$ cat src/sv/mpool_pkg.sv
`timescale 1ns / 1ps
// ----------------------------------------------------------------------------
// mpool_pkg
// Shared constants, types and helpers of the streaming 2-D max pooling block.
// ----------------------------------------------------------------------------
package mpool_pkg;

  localparam int MAX_KERNEL = 8;
  localparam int MAX_COLS   = 1024;
  localparam int MAX_ROWS   = 1024;
  localparam int PIXEL_BITS = 16;

  localparam int KROW_W     = $clog2(MAX_KERNEL);
  localparam int COL_W      = $clog2(MAX_COLS);
  localparam int ROW_W      = $clog2(MAX_ROWS);
  localparam int LINE_DEPTH = MAX_KERNEL * MAX_COLS;
  localparam int ADDR_W     = KROW_W + COL_W;

  // Clamped kernel/stride and plane size widths.
  localparam int KVAL_W = $clog2(MAX_KERNEL + 1);
  localparam int PVAL_W = (MAX_ROWS > MAX_COLS) ? $clog2(MAX_ROWS + 1) : $clog2(MAX_COLS + 1);

  // Raw register widths and configuration port.
  localparam int KREG_W    = 4;
  localparam int PREG_W    = 11;
  localparam int CFG_W     = 11;
  localparam int CFG_IDX_W = 3;

  localparam logic [CFG_IDX_W-1:0] CFG_KERNEL_ROWS = 3'd0;
  localparam logic [CFG_IDX_W-1:0] CFG_KERNEL_COLS = 3'd1;
  localparam logic [CFG_IDX_W-1:0] CFG_STRIDE_ROWS = 3'd2;
  localparam logic [CFG_IDX_W-1:0] CFG_STRIDE_COLS = 3'd3;
  localparam logic [CFG_IDX_W-1:0] CFG_PLANE_ROWS  = 3'd4;
  localparam logic [CFG_IDX_W-1:0] CFG_PLANE_COLS  = 3'd5;

  typedef logic signed [PIXEL_BITS-1:0] pixel_t;

  // Effective (clamped) configuration.
  typedef struct packed {
    logic [KVAL_W-1:0] kr;
    logic [KVAL_W-1:0] kc;
    logic [KVAL_W-1:0] sr;
    logic [KVAL_W-1:0] sc;
    logic [PVAL_W-1:0] pr;
    logic [PVAL_W-1:0] pc;
  } geom_t;

  // Position of the current pixel and what it completes.
  typedef struct packed {
    logic [ROW_W-1:0] row;
    logic [COL_W-1:0] col;
    logic             emit;
    logic             last;
    logic [ROW_W-1:0] out_row;
    logic [COL_W-1:0] out_col;
  } pos_info_t;

  function automatic logic [KVAL_W-1:0] clamp_k(input logic [KREG_W-1:0] v);
    logic [KVAL_W-1:0] res;
    if (v == '0) begin
      res = KVAL_W'(1);
    end else if (32'(v) > MAX_KERNEL) begin
      res = KVAL_W'(MAX_KERNEL);
    end else begin
      res = KVAL_W'(v);
    end
    return res;
  endfunction

  function automatic logic [PVAL_W-1:0] clamp_p(input logic [PREG_W-1:0] v,
                                                 input int top);
    logic [PVAL_W-1:0] res;
    if (v == '0) begin
      res = PVAL_W'(1);
    end else if (32'(v) > top) begin
      res = PVAL_W'(top);
    end else begin
      res = PVAL_W'(v);
    end
    return res;
  endfunction

endpackage

$ cat src/sv/mpool_pos.sv
`timescale 1ns / 1ps
// ----------------------------------------------------------------------------
// mpool_pos
// Raster position, stride phases and output window counters of the plane.
// ----------------------------------------------------------------------------
module mpool_pos (
  input  logic               clk,
  input  logic               rst_n,
  input  mpool_pkg::geom_t   geom,
  input  logic               step,
  input  logic               restart,
  output mpool_pkg::pos_info_t info
);
  import mpool_pkg::*;

  localparam int SUM_W = PVAL_W + 1;

  logic [ROW_W-1:0]  row_r, row_nxt;
  logic [COL_W-1:0]  col_r, col_nxt;
  logic [KROW_W-1:0] row_phase_r, row_phase_nxt;
  logic [KROW_W-1:0] col_phase_r, col_phase_nxt;
  logic [ROW_W-1:0]  out_row_r, out_row_nxt;
  logic [COL_W-1:0]  out_col_r, out_col_nxt;

  logic [SUM_W-1:0] r1, c1, rp1, cp1;
  logic row_in, row_ok, col_in, emit, eol, eop, last;

  always_comb begin
    r1  = SUM_W'(row_r) + SUM_W'(1);
    c1  = SUM_W'(col_r) + SUM_W'(1);
    rp1 = SUM_W'(row_phase_r) + SUM_W'(1);
    cp1 = SUM_W'(col_phase_r) + SUM_W'(1);
    row_in = r1 >= SUM_W'(geom.kr);
    row_ok = row_in && (row_phase_r == '0);
    col_in = c1 >= SUM_W'(geom.kc);
    emit   = row_ok && col_in && (col_phase_r == '0);
    eol    = c1 >= SUM_W'(geom.pc);
    eop    = r1 >= SUM_W'(geom.pr);
    // A window is the last one when no further window start fits on either axis.
    last   = (SUM_W'(row_r) + SUM_W'(geom.sr) >= SUM_W'(geom.pr)) &&
             (SUM_W'(col_r) + SUM_W'(geom.sc) >= SUM_W'(geom.pc));
  end

  always_comb begin
    row_nxt       = row_r;
    col_nxt       = col_r;
    row_phase_nxt = row_phase_r;
    col_phase_nxt = col_phase_r;
    out_row_nxt   = out_row_r;
    out_col_nxt   = out_col_r;
    if (restart) begin
      row_nxt       = '0;
      col_nxt       = '0;
      row_phase_nxt = '0;
      col_phase_nxt = '0;
      out_row_nxt   = '0;
      out_col_nxt   = '0;
    end else if (step) begin
      if (eol) begin
        col_nxt       = '0;
        col_phase_nxt = '0;
        out_col_nxt   = '0;
        if (row_ok) begin
          out_row_nxt = out_row_r + ROW_W'(1);
        end
        if (row_in) begin
          row_phase_nxt = (rp1 >= SUM_W'(geom.sr)) ? '0 : row_phase_r + KROW_W'(1);
        end
        if (eop) begin
          row_nxt       = '0;
          row_phase_nxt = '0;
          out_row_nxt   = '0;
        end else begin
          row_nxt = row_r + ROW_W'(1);
        end
      end else begin
        col_nxt = col_r + COL_W'(1);
        if (col_in) begin
          col_phase_nxt = (cp1 >= SUM_W'(geom.sc)) ? '0 : col_phase_r + KROW_W'(1);
        end
        if (emit) begin
          out_col_nxt = out_col_r + COL_W'(1);
        end
      end
    end
  end

  always_ff @(posedge clk) begin
    if (!rst_n) begin
      row_r       <= '0;
      col_r       <= '0;
      row_phase_r <= '0;
      col_phase_r <= '0;
      out_row_r   <= '0;
      out_col_r   <= '0;
    end else begin
      row_r       <= row_nxt;
      col_r       <= col_nxt;
      row_phase_r <= row_phase_nxt;
      col_phase_r <= col_phase_nxt;
      out_row_r   <= out_row_nxt;
      out_col_r   <= out_col_nxt;
    end
  end

  assign info.row     = row_r;
  assign info.col     = col_r;
  assign info.emit    = emit;
  assign info.last    = last;
  assign info.out_row = out_row_r;
  assign info.out_col = out_col_r;

endmodule

$ cat config.mk
export PLATFORM = sky130hd
export DESIGN_NAME = mpool_pos
export DESIGN_NICKNAME = d
export VERILOG_FILES = /design/src/sv/mpool_pkg.sv /design/src/sv/mpool_pos.sv
export SDC_FILE = /design/constraint.sdc
export NUM_CORES = 1
export LEC_CHECK = 0
export BUFFER_PORTS_ARGS = -buffer_cell sky130_fd_sc_hd__buf_2
export CORE_ASPECT_RATIO = 1.2
export CORE_MARGIN = 3
export CORE_UTILIZATION = 41
export CTS_CLUSTER_SIZE = 24
export DETAILED_ROUTE_END_ITERATION = 16
export GPL_TIMING_DRIVEN = 0
export PLACE_DENSITY = 0.73
export SLEW_MARGIN = 10
export SYNTH_ARGS = -nofsm -noshare
export SYNTH_HDL_FRONTEND = slang
export SYNTH_SLANG_ARGS = --single-unit
$ cat constraint.sdc
create_clock -name clk -period 3.8 [get_ports clk]
set_input_delay 0.19 -clock clk [delete_from_list [all_inputs] [get_ports clk]]
set_output_delay 0.19 -clock clk [all_outputs]
set_load 0.02 [all_outputs]
* Word level (Yosys, flattened, before mapping)
Cells that the tools add are included.
** Cells by class
- Add/sub/neg operators :: 12
- $lt $le $gt $ge :: 8
- Muxes and demuxes :: 12
- Bitwise gates (word level) :: 1
- Reduce and logical (&&, ||, !) cells :: 16
** Operators by type and width (count)
- 10-bit 2-to-1 mux :: 6
- 11-bit >= comparator :: 4
- 10-bit by 1-bit adder with 10-bit output (second input constant) :: 4
- 10-bit by 1-bit adder with 11-bit output (second input constant) :: 2
- 10-bit by 4-bit adder with 11-bit output :: 2
- 11-bit by 4-bit >= comparator with 1-bit output :: 2
- 3-bit 2-to-1 mux :: 6
- 3-bit by 1-bit adder with 4-bit output (second input constant) :: 2
- 4-bit >= comparator :: 2
- 2-bit nonzero test :: 4
- 3-bit by 1-bit adder with 3-bit output (second input constant) :: 2
- 3-bit logical NOT :: 2
- 2-bit AND reduction :: 3
- 3-bit AND reduction :: 2
- 1-bit logical AND :: 4
- 2-bit OR reduction :: 1
- 1-bit NOT :: 1
** Word-level totals
- Bits in registers :: 46
- Output and inout port bits :: 42
- Logic and storage cells :: 55

* Longest topological paths before layout
- Word-level depth :: 7
- Gate-level depth with buffers :: 15
- Gate-level depth less buffers :: 14

* Worst setup path before layout
No wires, ideal clock.
- Kind :: register to register
- From :: register row_r[0]
- To :: register out_row_r[0]
- Library setup time :: 0.070 ns
- Data arrival time :: 3.177 ns
- Data required time :: 3.730 ns
- Slack :: 0.553 ns
- Cell stages (with the launch flop) :: 14
- Buffers on the path :: 2
- Cells stage by stage :: dfxtp_1 ha_1 buf_2 and3_1 and2_2 xor2_1 ha_1 a2111oi_0 o21ai_0 a41o_1 clkbuf_1 and2_1 or4_1 a21oi_1
** On the way
- Longest elaborated chain between the ends :: 5
- Elaborated cells on any way between the ends :: 7
- Those cells by class :: 1 x add/sub; 2 x order compare; 1 x mux; 3 x reduce/logical
** Ends and longest elaborated chain
- from (decl) :: line mpool_pos.sv:18 : logic [ROW_W-1:0] row_r, row_nxt;
- from (signal assigned) :: line mpool_pos.sv:97 : row_r <= row_nxt;
- 10-bit by 1-bit adder with 11-bit output (*) :: line mpool_pos.sv:29 : r1 = SUM_W'(row_r) + SUM_W'(1);
- 11-bit by 4-bit >= comparator with 1-bit output :: line mpool_pos.sv:33 : row_in = r1 >= SUM_W'(geom.kr);
- 1-bit logical AND :: line mpool_pos.sv:34 : row_ok = row_in && (row_phase_r == '0);
- 2-bit nonzero test (no line)
- 3-bit AND reduction (no line)
- to (signal assigned) :: line mpool_pos.sv:101 : out_row_r <= out_row_nxt;
- to (decl) :: line mpool_pos.sv:22 : logic [ROW_W-1:0] out_row_r, out_row_nxt;
Mark *: on every way between the ends. The rest lies on a longest branch, timed or not.
A chain may end at the register's enable or synchronous reset.

* Worst setup path in the final report
- From :: register row_r[1]
- To :: output info[20] (netlist bit)
** On the way
- Longest elaborated chain between the ends :: 3
** Ends and longest elaborated chain
- 10-bit by 4-bit adder with 11-bit output :: line mpool_pos.sv:40 : last = (SUM_W'(row_r) + SUM_W'(geom.sr) >= SUM_W'(geom.pr)) &&
- 11-bit >= comparator :: line mpool_pos.sv:40
- 1-bit logical AND :: line mpool_pos.sv:40
- to (decl) :: line mpool_pos.sv:12 : output mpool_pkg::pos_info_t info
Every way passes these cells.

==> PnR_summary.wiki <==
{| class="wikitable"
! Metric !! Value
|-
| Status || completed
|-
| Vias || 4,619
|-
| N_diodes || 0
|-
| Synthesized area per cell || 8.024 um2
|-
| Number of H-tree branching levels || 2
|-
| Width of the die || ~100 um
|-
| DR vias/cell || around 5.6
|-
| Number of buffers inserted by post-CTS setup repair || 0
|-
| Max Slew Vio Count || 0
|-
| Total Power Consumption || between 1 and 1.5 mW
|-
| Drt total wl || about 12,000 um
|-
| Maximum buffer depth of the clock tree || 2
|-
| Setup crit start kind || register
|-
| Distinct cell type count of the synthesized netlist || between 70 and 80
|-
| # rows || 42
|-
| Measured slew at the worst slew-check pin || 0.5560 ns
|-
| Y dimension of the die || 123.3 um
|-
| Final core utilization || 0.4960
|-
| Max Cap Violations || 0
|-
| Maximum number of pins on one net before global-route repair || 16
|-
| Vias in the first global route || 4,552
|-
| Final weighted congestion of routability-driven global placement || approximately 0.9
|-
| Syn Std Cell Area || 4702 um2
|-
| Global-route wire length before repair || between 20,000 and 25,000 um
|-
| Clock root buffer || clkbuf_16
|-
| Core Footprint || roughly 11,000 um2
|-
| FFs w/ async S/R, synth || 0
|-
| Setup repair after global routing missed its margin || true
|-
| Port Buf Inserts || between 80 and 90
|-
| Number of antenna violations at the first check in global routing || 0
|-
| GRT Total Usage || 0.1919
|-
| Detailed-routing iteration count for the pre-antenna-repair pass || 5
|-
| Period utilization || 0.9558
|-
| Hold violation count in the final report || 0
|-
| Largest fanout on the critical path || 11
|-
| # IOs || 84
|-
| Post-layout min period || 3.632 ns
|-
| Setup-violating endpoint count in the final report || 0
|-
| Total leakage power || 2.692 nW
|-
| Clock Sinks || 46
|-
| DRC || 0
|-
| Synthesized-area fraction occupied by and/or/nand/nor cells || 0.2145
|-
| Min-Delay Path Depth || 4
|-
| Required time at the endpoint of the critical path || around 3.6 ns
|-
| DRT antenna net count || 0
|-
| Share of synthesized cell area in full adder, half adder and majority cells || 0.2108
|-
| CP Class || register to output port
|-
| Synthesized-area fraction occupied by ao, oa, aoi and oai cells || 0.2137
|-
| Worst rel slew slack || 0.6293
|-
| Arrival time reported for the critical path endpoint || ~3.4 ns
|-
| Layout cells sized above 1 || 0.2068
|-
| Cell area power density || 205.5 nW/um2
|-
| GRT Residual Overflow || 0
|-
| # nets final || ~800
|-
| Top achievable clock speed || ~280 MHz
|-
| Yosys synthesis warning count || 0
|-
| Maximum vdd drop || around 220 uV
|-
| Predominant post-synthesis flop cell || dfxtp_1
|-
| Synth Register Bits || 46
|-
| Post-CTS Hold Buffers || 0
|-
| Combinational family with the most area after synthesis || simple AND/OR/NAND/NOR gates
|-
| Critical path capture point type || output port
|-
| Post-synthesis instance total || ~590
|-
| Share of synthesized area occupied by flip-flops and latches || 0.1958
|-
| CTS tree || yes
|-
| Post-route setup TNS || 0 ns
|-
| Clock transition at the registers of the reported paths || ~0.070 ns
|-
| Initial DRC Count || 212
|-
| Area enclosed by the die boundary || roughly 13,000 um2
|-
| Kind of path behind the tightest hold check || primary input to register
|-
| Number of flops mapped to enable cells by yosys || 0
|-
| Per-cell routed wire length || between 10 and 15 um
|-
| Signed area change from the synthesized netlist to the final layout || 17.51%
|-
| Post-DP HPWL || roughly 10000 um
|-
| Clock insertion delay at the later pin of the skew report || between 0.2 and 0.3 ns
|-
| TritonCTS Buffers || 5
|-
| Number of nets produced by synthesis || between 700 and 800
|-
| Post-synthesis mux area share || 0.004258
|-
| Worst-case clock skew || just over 0.008 ns
|-
| Starting density of the core || 0.4221
|-
| R2r worst-path depth || 13
|-
| Share of the synthesized netlist area taken by xor and xnor gates || 0.07770
|}
[what timing repair did]
| item | 4_1_cts | 5_1_grt |
|---|---|---|
| pin swaps | 0 | 1 |
| gates resized for setup | 8 | 11 |
| endpoints found under the setup margin | 30 | 32 |
[worst paths after layout]
path	from	end	slack, ns
worst max register to register	row_r[0]$_SDFFE_PP0P_	out_row_r[0]$_SDFFE_PP0P_	0.19
worst min register to register	out_row_r[9]$_SDFFE_PP0P_	out_row_r[9]$_SDFFE_PP0P_	0.48
worst max-delay path	row_r[1]$_SDFFE_PP0P_	info[20]	0.17
worst min-delay path	restart	out_col_r[6]$_SDFFE_PP0P_	0.37
[where the power goes]
part	switching, mW	internal (mW)
logic	0.0836	0.0644
clock network	0.193	0.310
registers	0.00218	0.482
[metrics by stage]
stage / setup WS [ns] / hold WS (ns) / instances / cell area [um2]
after CTS: -0.02718 / 0.3744 / 831 / 5495
final: 0.1679 / 0.3671 / 831 / 5525
after detailed placement: -0.2913 / 0.4715 / 823 / 5310
after global routing: -0.1538 / 0.4077 / 831 / 5525
after floorplan: 0.5527 / 0.4748 / 586 / 4702
after global placement: -0.1759 / 0.4593 / 823 / 5310
[state kept, by name, indices dropped and copies added (netlist names)]
signal	cells
col_phase_r	3
out_row_r	10
row_phase_r	3
row_r	10
out_col_r	10
col_r	10
[routing by layer]
layer,track usage,part of all wire
met4,0.07648,0.024
met5,0,0
met1,0.2313,0.44
met2,0.3474,0.49
met3,0.02715,0.043
[worst max-delay path, cell delays in order (launching register included)]
cell,delay (ns)
dfxtp_2,0.44
ha_1,0.27
a21o_1,0.18
a21oi_1,0.21
nor2b_1,0.13
o21ai_1,0.16
xnor2_1,0.14
ha_1,0.26
a21o_1,0.20
a2111oi_2,0.35
o21ai_1,0.15
a221oi_2,0.30
a211oi_1,0.08
buf_4,0.14
buf_2,0.15
[logic make-up (layout without fill, tap and decap cells)]
family | after synthesis | count (layout)
muxes | 2 | 2
buffers and inverters | 90 | 181
adders and majority gates | 78 | 78
DFF | 46 | 46
and+or+nand+nor | 181 | 181
xor gates and xnor gates | 40 | 40
AOI/OAI and AO/OA | 149 | 149
[synthesized netlist by cell type, types with 6 or more instances]
library cell | number | share of area
nor4_1 | 6 | 0.0080
ha_1 | 76 | 0.20
a21oi_1 | 44 | 0.047
buf_2 | 8 | 0.0085
o211ai_1 | 6 | 0.0096
xnor2_1 | 24 | 0.045
inv_1 | 60 | 0.048
a21o_1 | 15 | 0.024
nand3_1 | 24 | 0.026
o21a_1 | 9 | 0.014
and3_1 | 12 | 0.016
nand2_1 | 25 | 0.020
or4_1 | 13 | 0.021
xor2_1 | 14 | 0.026
clkbuf_1 | 12 | 0.0096
a22oi_1 | 8 | 0.013
nor2_1 | 42 | 0.034
nand2b_1 | 10 | 0.013
nand4_1 | 8 | 0.011
dfxtp_1 | 46 | 0.20
o31ai_1 | 6 | 0.0096
o21ai_0 | 26 | 0.028
[layout by cell type, fill, tap and decap left out, types with 5 or more instances in the layout]
cell type | netlist | routed
o21ai_0 | 26 | 23
clkbuf_16 | 0 | 5
buf_4 | 5 | 5
nor2b_1 | 5 | 5
o2111ai_1 | 5 | 5
nand3_1 | 24 | 22
o31ai_1 | 6 | 6
a22oi_1 | 8 | 8
nand2b_1 | 10 | 10
nor2_1 | 42 | 42
nand4_1 | 8 | 8
inv_1 | 60 | 60
a21o_1 | 15 | 15
dfxtp_1 | 46 | 42
a21oi_1 | 44 | 44
or3_1 | 5 | 5
and3_1 | 12 | 12
ha_1 | 76 | 75
buf_2 | 8 | 91
or4_1 | 13 | 13
xor2_1 | 14 | 14
o211ai_1 | 6 | 6
clkbuf_1 | 12 | 9
o21a_1 | 9 | 9
nor4_1 | 6 | 6
xnor2_1 | 24 | 24
nand2_1 | 25 | 25
[area by class of cell]
class	count	area [um2]
Fill cell	1091	5615
Timing Repair Buffer	83	415.4
Clock buffer	5	125.1
Multi-Input combinational cell	450	3422
Sequential cell	46	928.4
Tap cell	154	192.7
Inverter	61	229.0
Clock inverter	3	45.04
Buffer	29	167.7
Power figures use the tool's default switching activity.
